### config.mk
export PLATFORM = sky130hd
export DESIGN_NAME = epoch_to_calendar
export DESIGN_NICKNAME = d
export VERILOG_FILES = /design/src/ec_pkg.sv /design/src/ec_datapath.sv /design/src/ec_control.sv /design/src/epoch_to_calendar.sv
export SDC_FILE = /design/constraint.sdc
export NUM_CORES = 2
export LEC_CHECK = 0
export ABC_CLOCK_PERIOD_IN_PS = 9810
export BUFFER_PORTS_ARGS = -buffer_cell sky130_fd_sc_hd__buf_2
export CAP_MARGIN = 15
export CORE_ASPECT_RATIO = 1.5
export CORE_UTILIZATION = 50
export CTS_CLUSTER_SIZE = 24
export DETAILED_ROUTE_END_ITERATION = 8
export GPL_TIMING_DRIVEN = 1
export HOLD_SLACK_MARGIN = 0.05
export PLACE_DENSITY_LB_ADDON = 0.15
export REMOVE_ABC_BUFFERS = 1
export SYNTH_ARGS = -nofsm -noshare
export SYNTH_HDL_FRONTEND = slang
export SYNTH_SLANG_ARGS = --single-unit
### constraint.sdc
create_clock -name clk -period 9.81 [get_ports clk]
set_input_delay 0.981 -clock clk [delete_from_list [all_inputs] [get_ports clk]]
set_output_delay 0.981 -clock clk [all_outputs]
set_load 0.005 [all_outputs]
### src/ec_pkg.sv
package ec_pkg;

  localparam int DATA_W   = 32;
  localparam int PROD_W   = 2 * DATA_W;
  localparam int DAYS_W   = 16;
  localparam int YEAR_W   = 8;
  localparam int DOY_W    = 9;
  localparam int MONTH_W  = 4;
  localparam int MDAY_W   = 5;
  localparam int REM_W    = 6;

  localparam logic [DATA_W-1:0] THRESHOLD_RESET = 32'd1451602800;

  localparam logic [REM_W-1:0] SEC_PER_MIN  = 6'd60;
  localparam logic [REM_W-1:0] MIN_PER_HOUR = 6'd60;
  localparam logic [REM_W-1:0] HOUR_PER_DAY = 6'd24;
  localparam logic [REM_W-1:0] DAYS_PER_WK  = 6'd7;

  // reciprocals, exact for every dividend that reaches each pass
  localparam logic [DATA_W-1:0] RECIP_60 = 32'h88888889;
  localparam logic [DATA_W-1:0] RECIP_24 = 32'hAAAAAAAB;
  localparam logic [DATA_W-1:0] RECIP_7  = 32'h24924925;
  localparam int SHIFT_60 = 37;
  localparam int SHIFT_24 = 36;
  localparam int SHIFT_7  = 32;

  // 1970-01-01 was a thursday, weekday code 5
  localparam logic [DATA_W-1:0] WDAY_BIAS = 32'd4;

  localparam int EPOCH_YEAR = 1970;
  localparam int EPOCH_MOD4 = EPOCH_YEAR % 4;
  // only century in range that is not a leap year
  localparam logic [YEAR_W-1:0] CENTURY_SKIP = 8'(2100 - EPOCH_YEAR);

  localparam logic [DOY_W-1:0] DAYS_LEAP_YEAR = 9'd366;
  localparam logic [DOY_W-1:0] DAYS_YEAR      = 9'd365;
  localparam logic [MONTH_W-1:0] LAST_MONTH   = 4'd11;
  localparam logic [MONTH_W-1:0] FEBRUARY     = 4'd1;

  typedef enum logic [2:0] {
    ST_IDLE,
    ST_MUL,
    ST_SPLIT,
    ST_YEAR,
    ST_MONTH
  } state_t;

  typedef enum logic [1:0] {
    DIV_SEC,
    DIV_MIN,
    DIV_HOUR,
    DIV_WDAY
  } div_sel_t;

  typedef struct packed {
    logic     load;
    logic     div_mul;
    logic     div_split;
    div_sel_t sel;
    logic     year_step;
    logic     month_step;
    logic     out_load;
  } ctl_cmd_t;

  typedef struct packed {
    logic year_last;
    logic month_last;
  } dp_sts_t;

  function automatic logic is_leap(input logic [YEAR_W-1:0] offset);
    logic [1:0] phase;
    phase = offset[1:0] + EPOCH_MOD4[1:0];
    return (phase == 2'd0) && (offset != CENTURY_SKIP);
  endfunction

  function automatic logic [DOY_W-1:0] year_len(input logic leap);
    return leap ? DAYS_LEAP_YEAR : DAYS_YEAR;
  endfunction

  function automatic logic [MDAY_W-1:0] month_len(input logic [MONTH_W-1:0] m,
                                                  input logic leap);
    logic [MDAY_W-1:0] len;
    case (m)
      4'd0:     len = 5'd31;
      FEBRUARY: len = leap ? 5'd29 : 5'd28;
      4'd2:     len = 5'd31;
      4'd3:     len = 5'd30;
      4'd4:     len = 5'd31;
      4'd5:     len = 5'd30;
      4'd6:     len = 5'd31;
      4'd7:     len = 5'd31;
      4'd8:     len = 5'd30;
      4'd9:     len = 5'd31;
      4'd10:    len = 5'd30;
      default:  len = 5'd31;
    endcase
    return len;
  endfunction

  function automatic logic [REM_W-1:0] divisor(input div_sel_t sel);
    logic [REM_W-1:0] d;
    case (sel)
      DIV_SEC:  d = SEC_PER_MIN;
      DIV_MIN:  d = MIN_PER_HOUR;
      DIV_HOUR: d = HOUR_PER_DAY;
      DIV_WDAY: d = DAYS_PER_WK;
      default:  d = SEC_PER_MIN;
    endcase
    return d;
  endfunction

  function automatic logic [DATA_W-1:0] recip(input div_sel_t sel);
    logic [DATA_W-1:0] m;
    case (sel)
      DIV_SEC:  m = RECIP_60;
      DIV_MIN:  m = RECIP_60;
      DIV_HOUR: m = RECIP_24;
      DIV_WDAY: m = RECIP_7;
      default:  m = RECIP_60;
    endcase
    return m;
  endfunction

endpackage

### src/ec_datapath.sv
module ec_datapath (
  input  logic                           clk,
  input  logic                           rst,
  input  ec_pkg::ctl_cmd_t               cmd,
  output ec_pkg::dp_sts_t                sts,
  input  logic                           cfg_we,
  input  logic [ec_pkg::DATA_W-1:0]      cfg_data,
  input  logic [ec_pkg::DATA_W-1:0]      epoch_seconds,
  output logic [5:0]                     second_of_minute,
  output logic [5:0]                     minute_of_hour,
  output logic [4:0]                     hour_of_day,
  output logic [ec_pkg::DAYS_W-1:0]      total_days,
  output logic [2:0]                     weekday,
  output logic [ec_pkg::YEAR_W-1:0]      year_offset,
  output logic [ec_pkg::DOY_W-1:0]       day_in_year,
  output logic [ec_pkg::MONTH_W-1:0]     month_number,
  output logic [ec_pkg::MDAY_W-1:0]      day_in_month,
  output logic                           time_valid
);

  logic [ec_pkg::DATA_W-1:0]  threshold;
  logic [ec_pkg::DATA_W-1:0]  x;
  logic [ec_pkg::PROD_W-1:0]  prod;
  logic [5:0]                 sec;
  logic [5:0]                 min;
  logic [4:0]                 hour;
  logic [ec_pkg::DAYS_W-1:0]  days;
  logic [2:0]                 wday;
  logic [ec_pkg::YEAR_W-1:0]  year;
  logic [ec_pkg::DAYS_W-1:0]  doy;
  logic [ec_pkg::DOY_W-1:0]   rem;
  logic [ec_pkg::MONTH_W-1:0] month;
  logic                       valid_flag;

  logic [ec_pkg::DATA_W-1:0]  quot;
  logic [ec_pkg::REM_W-1:0]   rmd;
  logic                       leap;
  logic [ec_pkg::DOY_W-1:0]   ylen;
  logic [ec_pkg::MDAY_W-1:0]  mlen;

  // quotient from the registered reciprocal product
  always_comb begin
    case (cmd.sel)
      ec_pkg::DIV_SEC:  quot = ec_pkg::DATA_W'(prod[ec_pkg::PROD_W-1:ec_pkg::SHIFT_60]);
      ec_pkg::DIV_MIN:  quot = ec_pkg::DATA_W'(prod[ec_pkg::PROD_W-1:ec_pkg::SHIFT_60]);
      ec_pkg::DIV_HOUR: quot = ec_pkg::DATA_W'(prod[ec_pkg::PROD_W-1:ec_pkg::SHIFT_24]);
      default:          quot = ec_pkg::DATA_W'(prod[ec_pkg::PROD_W-1:ec_pkg::SHIFT_7]);
    endcase
  end

  // remainder is below 64, so the low bits are enough
  assign rmd = x[ec_pkg::REM_W-1:0] -
               ec_pkg::REM_W'(quot[ec_pkg::REM_W-1:0] * ec_pkg::divisor(cmd.sel));

  assign leap = ec_pkg::is_leap(year);
  assign ylen = ec_pkg::year_len(leap);
  assign mlen = ec_pkg::month_len(month, leap);

  assign sts.year_last  = doy < ec_pkg::DAYS_W'(ylen);
  assign sts.month_last = (month == ec_pkg::LAST_MONTH) ||
                          (rem < ec_pkg::DOY_W'(mlen));

  always_ff @(posedge clk) begin
    if (rst) begin
      threshold <= ec_pkg::THRESHOLD_RESET;
    end else if (cfg_we) begin
      threshold <= cfg_data;
    end
  end

  always_ff @(posedge clk) begin
    if (cmd.load) begin
      x          <= epoch_seconds;
      valid_flag <= epoch_seconds > threshold;
    end else if (cmd.div_mul) begin
      prod <= ec_pkg::PROD_W'(x) * ec_pkg::PROD_W'(ec_pkg::recip(cmd.sel));
    end else if (cmd.div_split) begin
      case (cmd.sel)
        ec_pkg::DIV_SEC: begin
          sec <= rmd;
          x   <= quot;
        end
        ec_pkg::DIV_MIN: begin
          min <= rmd;
          x   <= quot;
        end
        ec_pkg::DIV_HOUR: begin
          hour <= rmd[4:0];
          days <= quot[ec_pkg::DAYS_W-1:0];
          x    <= ec_pkg::DATA_W'(quot[ec_pkg::DAYS_W-1:0]) + ec_pkg::WDAY_BIAS;
        end
        default: begin
          wday <= rmd[2:0] + 3'd1;
          doy  <= days;
          year <= '0;
        end
      endcase
    end else if (cmd.year_step) begin
      if (sts.year_last) begin
        rem   <= doy[ec_pkg::DOY_W-1:0];
        month <= '0;
      end else begin
        doy  <= doy - ec_pkg::DAYS_W'(ylen);
        year <= year + ec_pkg::YEAR_W'(1);
      end
    end else if (cmd.month_step && !sts.month_last) begin
      rem   <= rem - ec_pkg::DOY_W'(mlen);
      month <= month + ec_pkg::MONTH_W'(1);
    end
  end

  always_ff @(posedge clk) begin
    if (cmd.out_load) begin
      second_of_minute <= sec;
      minute_of_hour   <= min;
      hour_of_day      <= hour;
      total_days       <= days;
      weekday          <= wday;
      year_offset      <= year;
      day_in_year      <= doy[ec_pkg::DOY_W-1:0];
      month_number     <= month + ec_pkg::MONTH_W'(1);
      day_in_month     <= ec_pkg::MDAY_W'(rem + ec_pkg::DOY_W'(1));
      time_valid       <= valid_flag;
    end
  end

endmodule

### src/ec_control.sv
module ec_control (
  input  logic              clk,
  input  logic              rst,
  input  logic              in_valid,
  output logic              in_ready,
  output logic              out_valid,
  input  logic              out_ready,
  input  ec_pkg::dp_sts_t   sts,
  output ec_pkg::ctl_cmd_t  cmd
);

  ec_pkg::state_t   state;
  ec_pkg::state_t   state_next;
  ec_pkg::div_sel_t sel;
  ec_pkg::div_sel_t sel_next;
  logic             out_free;
  logic             done;

  assign out_free = !out_valid || out_ready;
  assign done     = (state == ec_pkg::ST_MONTH) && sts.month_last && out_free;

  always_ff @(posedge clk) begin
    if (rst) begin
      state     <= ec_pkg::ST_IDLE;
      sel       <= ec_pkg::DIV_SEC;
      out_valid <= 1'b0;
    end else begin
      state <= state_next;
      sel   <= sel_next;
      if (done) begin
        out_valid <= 1'b1;
      end else if (out_ready) begin
        out_valid <= 1'b0;
      end
    end
  end

  always_comb begin
    state_next = state;
    sel_next   = sel;
    case (state)
      ec_pkg::ST_IDLE: begin
        if (in_valid) begin
          state_next = ec_pkg::ST_MUL;
          sel_next   = ec_pkg::DIV_SEC;
        end
      end
      ec_pkg::ST_MUL: begin
        state_next = ec_pkg::ST_SPLIT;
      end
      ec_pkg::ST_SPLIT: begin
        state_next = ec_pkg::ST_MUL;
        case (sel)
          ec_pkg::DIV_SEC:  sel_next = ec_pkg::DIV_MIN;
          ec_pkg::DIV_MIN:  sel_next = ec_pkg::DIV_HOUR;
          ec_pkg::DIV_HOUR: sel_next = ec_pkg::DIV_WDAY;
          default:          state_next = ec_pkg::ST_YEAR;
        endcase
      end
      ec_pkg::ST_YEAR: begin
        if (sts.year_last) state_next = ec_pkg::ST_MONTH;
      end
      ec_pkg::ST_MONTH: begin
        if (done) state_next = ec_pkg::ST_IDLE;
      end
      default: state_next = ec_pkg::ST_IDLE;
    endcase
  end

  always_comb begin
    in_ready       = 1'b0;
    cmd.load       = 1'b0;
    cmd.div_mul    = 1'b0;
    cmd.div_split  = 1'b0;
    cmd.sel        = sel;
    cmd.year_step  = 1'b0;
    cmd.month_step = 1'b0;
    cmd.out_load   = 1'b0;
    case (state)
      ec_pkg::ST_IDLE: begin
        in_ready = 1'b1;
        cmd.load = in_valid;
      end
      ec_pkg::ST_MUL: begin
        cmd.div_mul = 1'b1;
      end
      ec_pkg::ST_SPLIT: begin
        cmd.div_split = 1'b1;
      end
      ec_pkg::ST_YEAR: begin
        cmd.year_step = 1'b1;
      end
      ec_pkg::ST_MONTH: begin
        cmd.month_step = 1'b1;
        cmd.out_load   = done;
      end
      default: begin
        in_ready = 1'b0;
      end
    endcase
  end

endmodule

### src/epoch_to_calendar.sv
// one item at a time from input transfer to result valid, worked in steps:
// four reciprocal-multiply divisions (/60, /60, /24, /7), each a multiply and a split step, then
// one step per year from 1970 plus one and one step per month plus one
// output stalls hold the last month step and so delay the next result
// the next input is taken while a finished result waits for its output transfer
// reset: synchronous, active high; clears control state and loads the default threshold
module epoch_to_calendar (
  input  logic        clk,
  input  logic        rst,
  input  logic        cfg_valid,
  output logic        cfg_ready,
  input  logic [31:0] cfg_data,
  input  logic        in_valid,
  output logic        in_ready,
  input  logic [31:0] epoch_seconds,
  output logic        out_valid,
  input  logic        out_ready,
  output logic [5:0]  second_of_minute,
  output logic [5:0]  minute_of_hour,
  output logic [4:0]  hour_of_day,
  output logic [15:0] total_days,
  output logic [2:0]  weekday,
  output logic [7:0]  year_offset,
  output logic [8:0]  day_in_year,
  output logic [3:0]  month_number,
  output logic [4:0]  day_in_month,
  output logic        time_valid
);

  ec_pkg::ctl_cmd_t cmd;
  ec_pkg::dp_sts_t  sts;

  assign cfg_ready = 1'b1;

  ec_control u_control (
    .clk       (clk),
    .rst       (rst),
    .in_valid  (in_valid),
    .in_ready  (in_ready),
    .out_valid (out_valid),
    .out_ready (out_ready),
    .sts       (sts),
    .cmd       (cmd)
  );

  ec_datapath u_datapath (
    .clk              (clk),
    .rst              (rst),
    .cmd              (cmd),
    .sts              (sts),
    .cfg_we           (cfg_valid && cfg_ready),
    .cfg_data         (cfg_data),
    .epoch_seconds    (epoch_seconds),
    .second_of_minute (second_of_minute),
    .minute_of_hour   (minute_of_hour),
    .hour_of_day      (hour_of_day),
    .total_days       (total_days),
    .weekday          (weekday),
    .year_offset      (year_offset),
    .day_in_year      (day_in_year),
    .month_number     (month_number),
    .day_in_month     (day_in_month),
    .time_valid       (time_valid)
  );

endmodule
==> impl_metrics.csv <==
group,metric,value,unit
layout,antennaDiodeCount,0,
route,vias,21900,
layout,layout.cells.non_filler,4097,
route,vias_per_cell,5.34,
floorplanning,coreArea,0.0645,sq mm
layout,synthToLayoutAreaGrowth,8.01,%
global_routing,grt-busiest-layer,"met2",
floorplanning,die_area,0.0664,sq mm
placement,dp_cells,4050,
global_routing,grt_util_met2,56.6,%
floorplanning,initial_core_util,50.6,%
worst_setup_path,cp_slowest_stage_delay,760,ps
cts,cts_hold_buffers,0,
floorplanning,io_pins,135,
route,drt_pre_antenna_iters,5,
global_routing,gr-total-overflow,0,
timing,slew_viol_final,0,
synthesis,syn_avg_cell_area,10.6,sq um
synthesis,synth_seq_cells,239,
cts,cts_num_sinks,239,
route,drt_iter0_markers,1073,
global_routing,grt_pass1_wl,154000,um
cts,clk_pin_slew_worst_paths,70,ps
floorplanning,die_x,211,um
layout,multi_input_area,0.0227,sq mm
worst_setup_path,critPathRequiredTime,10080,ps
synthesis,syn-cell-area,0.0327,sq mm
worst_setup_path,startpoint_type,"flop",
worst_setup_path,arrival,9640,ps
layout,final-seq-area,0.00680,sq mm
global_routing,grt_use_met3,3.17,%
timing,relSlewSlack,34.3,%
cts,cts_buffers,26,
cts,cts-root-buf,"clkbuf_16",
timing,fmax,107,MHz
timing,fin_crit,9360,ps
layout,finalNetCount,4262,
cts,clk-insertion-delay-late,560,ps
route,routed_wl,103000,um
cts,ctsHtreeMaxLevel,1,
timing,hold_viol_final,0,
synthesis,synth_edf_count,201,
layout,nFillCells,5863,
timing,worst_pin_slew,985,ps
cts,postCtsSetupBuffers,0,
synthesis,ys_warn_count,0,
flow_run,cap_violations,0,
global_routing,grt_usage,32.3,%
route,wl_per_cell,25.0,um
worst_setup_path,startpoint,"u_control.sel[0]",
layout,drive_above_1_share,7.25,%
timing,fin_crit_sh,95.4,%
global_routing,use_met1,33.5,%
synthesis,synthCells,3080,
floorplanning,fp.dieH,315,um
worst_setup_path,worst_path_most_repeated_cell,"fa_1",
synthesis,yosysSeqAreaShare,20.8,%
timing,setup_viol,0,
synthesis,async_flop_share,0,%
timing,fin_skew,32.7,ps
layout,fin_area,0.0353,sq mm
timing,finalSetupTns,0,ps
cts,cts.path.max_buffers,3,
status,status,"finished, final reports clean",
worst_setup_path,crit_fanout,21,
worst_hold_path,min_path_type,"reg -> reg",
placement,io_buffer_count,133,
worst_hold_path,hold_start,"u_datapath.hour[3]",
floorplanning,rows,114,
placement,place_area,0.0344,sq mm
synthesis,synthFlopType,"edfxtp_1",
cts,ctsResizeCount,0,
route,route.detailed.drc,0,
global_routing,grt_pass1_vias,24600,
synthesis,post_synth_num_cell_types,67,
worst_setup_path,end_kind,"flop",
route,ant_nets,0,
timing,rsz0062_at_grt,"no",
worst_setup_path,cp_slowest_cell,"nor3_1",
global_routing,grt_max_degree,67,
worst_setup_path,path_class,"reg -> reg",
placement,gp_congestion,1.04,
global_routing,antenna_found_initial,1,
worst_setup_path,r2r_start,"u_control.sel[0]",
placement,place_hpwl,91700,um
cts,cts_tree,"done",
area by class of cell:
class                   instances  area share, %
clock buffers                  33           2.00
clock inverters                13          0.380
inverters                     770           8.19
multi-input cells            2008           64.5
flip-flops and latches        239           19.3
well taps                     870           3.09
repair buffers                164           2.60
layer usage:
metal  routed length [um]  up-vias
met3                 3490      294
met2                51600      597
li1                     -     9945
met1                35100    11000
met4                12400        0
met5                    0        -
placed cells by master (no fill, tap or decap), types with 4 or more instances in the layout:
cell type / instances
o211ai_1: 17
o21ai_1: 16
nand2b_1: 13
xnor2_1: 90
mux2i_1: 21
buf_2: 133
nor3_1: 12
nor2b_1: 66
nand3b_1: 6
a22oi_1: 17
o21ai_0: 73
ha_1: 423
nand4_1: 17
edfxtp_1: 201
o21bai_1: 12
o21a_1: 12
and2_1: 57
a21oi_2: 6
fa_1: 559
nor2_1: 104
buf_4: 29
xor2_1: 53
or2_2: 5
clkbuf_16: 26
nand2_1: 155
a21oi_1: 101
a31oi_1: 8
and3_1: 38
nand3_1: 28
o31ai_1: 14
clkbuf_1: 4
dfxtp_1: 38
inv_1: 770
clkinv_2: 4
a21o_1: 39
logic make-up (layout without fill, tap and decap cells):
logic type	count (synthesis)	in the layout	synth area share (%)
adders and majority gates	984	984	50.6
buffers and inverters	833	980	9.67
and+or+nand+nor	519	519	7.94
AOI/OAI and AO/OA	340	340	6.53
DFF	239	239	20.8
xor gates and xnor gates	143	143	3.84
muxes	21	21	0.644
other	1	1	0.0115
flip-flops by register name (all words and copies together), names as in the netlist, 4 cells and up:
register	cells
u_datapath.x	32
u_datapath.threshold	32
u_datapath.hour	5
u_datapath.days	16
u_datapath.year_offset	8
u_datapath.prod	32
u_datapath.hour_of_day	5
u_datapath.min	6
u_datapath.sec	6
u_datapath.total_days	16
u_datapath.year	8
u_datapath.month	4
u_datapath.day_in_month	5
u_datapath.day_in_year	9
u_datapath.second_of_minute	6
u_datapath.minute_of_hour	6
u_datapath.month_number	4
u_datapath.rem	9
u_datapath.doy	16
path summary, 6_finish.rpt:
kind                          endpoint  slack (ps)  cells past startpoint
min          u_datapath.hour_of_day[3]         420                      0
max                u_datapath.prod[61]         450                     27
min reg2reg  u_datapath.hour_of_day[3]         420                      0
max reg2reg        u_datapath.prod[61]         450                     27
worst max-delay path, delay by kind of cell (launching register included):
| kind | cells | cell delay, ps |
|---|---|---|
| AO/OA/AOI/OAI | 9 | 2530 |
| AND/OR/NAND/NOR | 4 | 1290 |
| flip-flops | 1 | 350 |
| buffers and inverters | 3 | 450 |
| adder cells (fa/ha/maj) | 9 | 4120 |
| XOR/XNOR | 2 | 300 |
Yosys cell counts, types with 16 or more instances:
library cell	instances	area, sq um
dfxtp_1	38	761
nor2b_1	66	413
inv_1	770	2890
o21ai_0	73	365
a22oi_1	17	128
fa_1	559	11200
o211ai_1	17	128
and2_1	58	363
o21ai_1	16	80.1
a21oi_1	101	505
xor2_1	53	464
mux2i_1	21	210
edfxtp_1	201	6040
nand2_1	155	582
xnor2_1	90	788
clkbuf_1	46	173
and3_1	38	238
nand3_1	28	140
nor2_1	106	398
ha_1	425	5320
a21o_1	39	293
nand4_1	17	106
metrics by stage:
| stage | hold slack, ps | setup slack [ps] | utilization (%) |
|---|---|---|---|
| 2_1_floorplan | 400 | 1140 | - |
| 3_3_place_gp | 406 | 675 | 53.4 |
| 3_5_place_dp | 405 | 506 | 53.4 |
| 4_1_cts | 419 | 450 | 54.7 |
| 5_1_grt | 426 | 69.8 | 54.7 |
| 6_report | 417 | 447 | 54.7 |
Power is not shown: default switching activity piles up to over one toggle a cycle in this logic, so the estimate is an artifact.
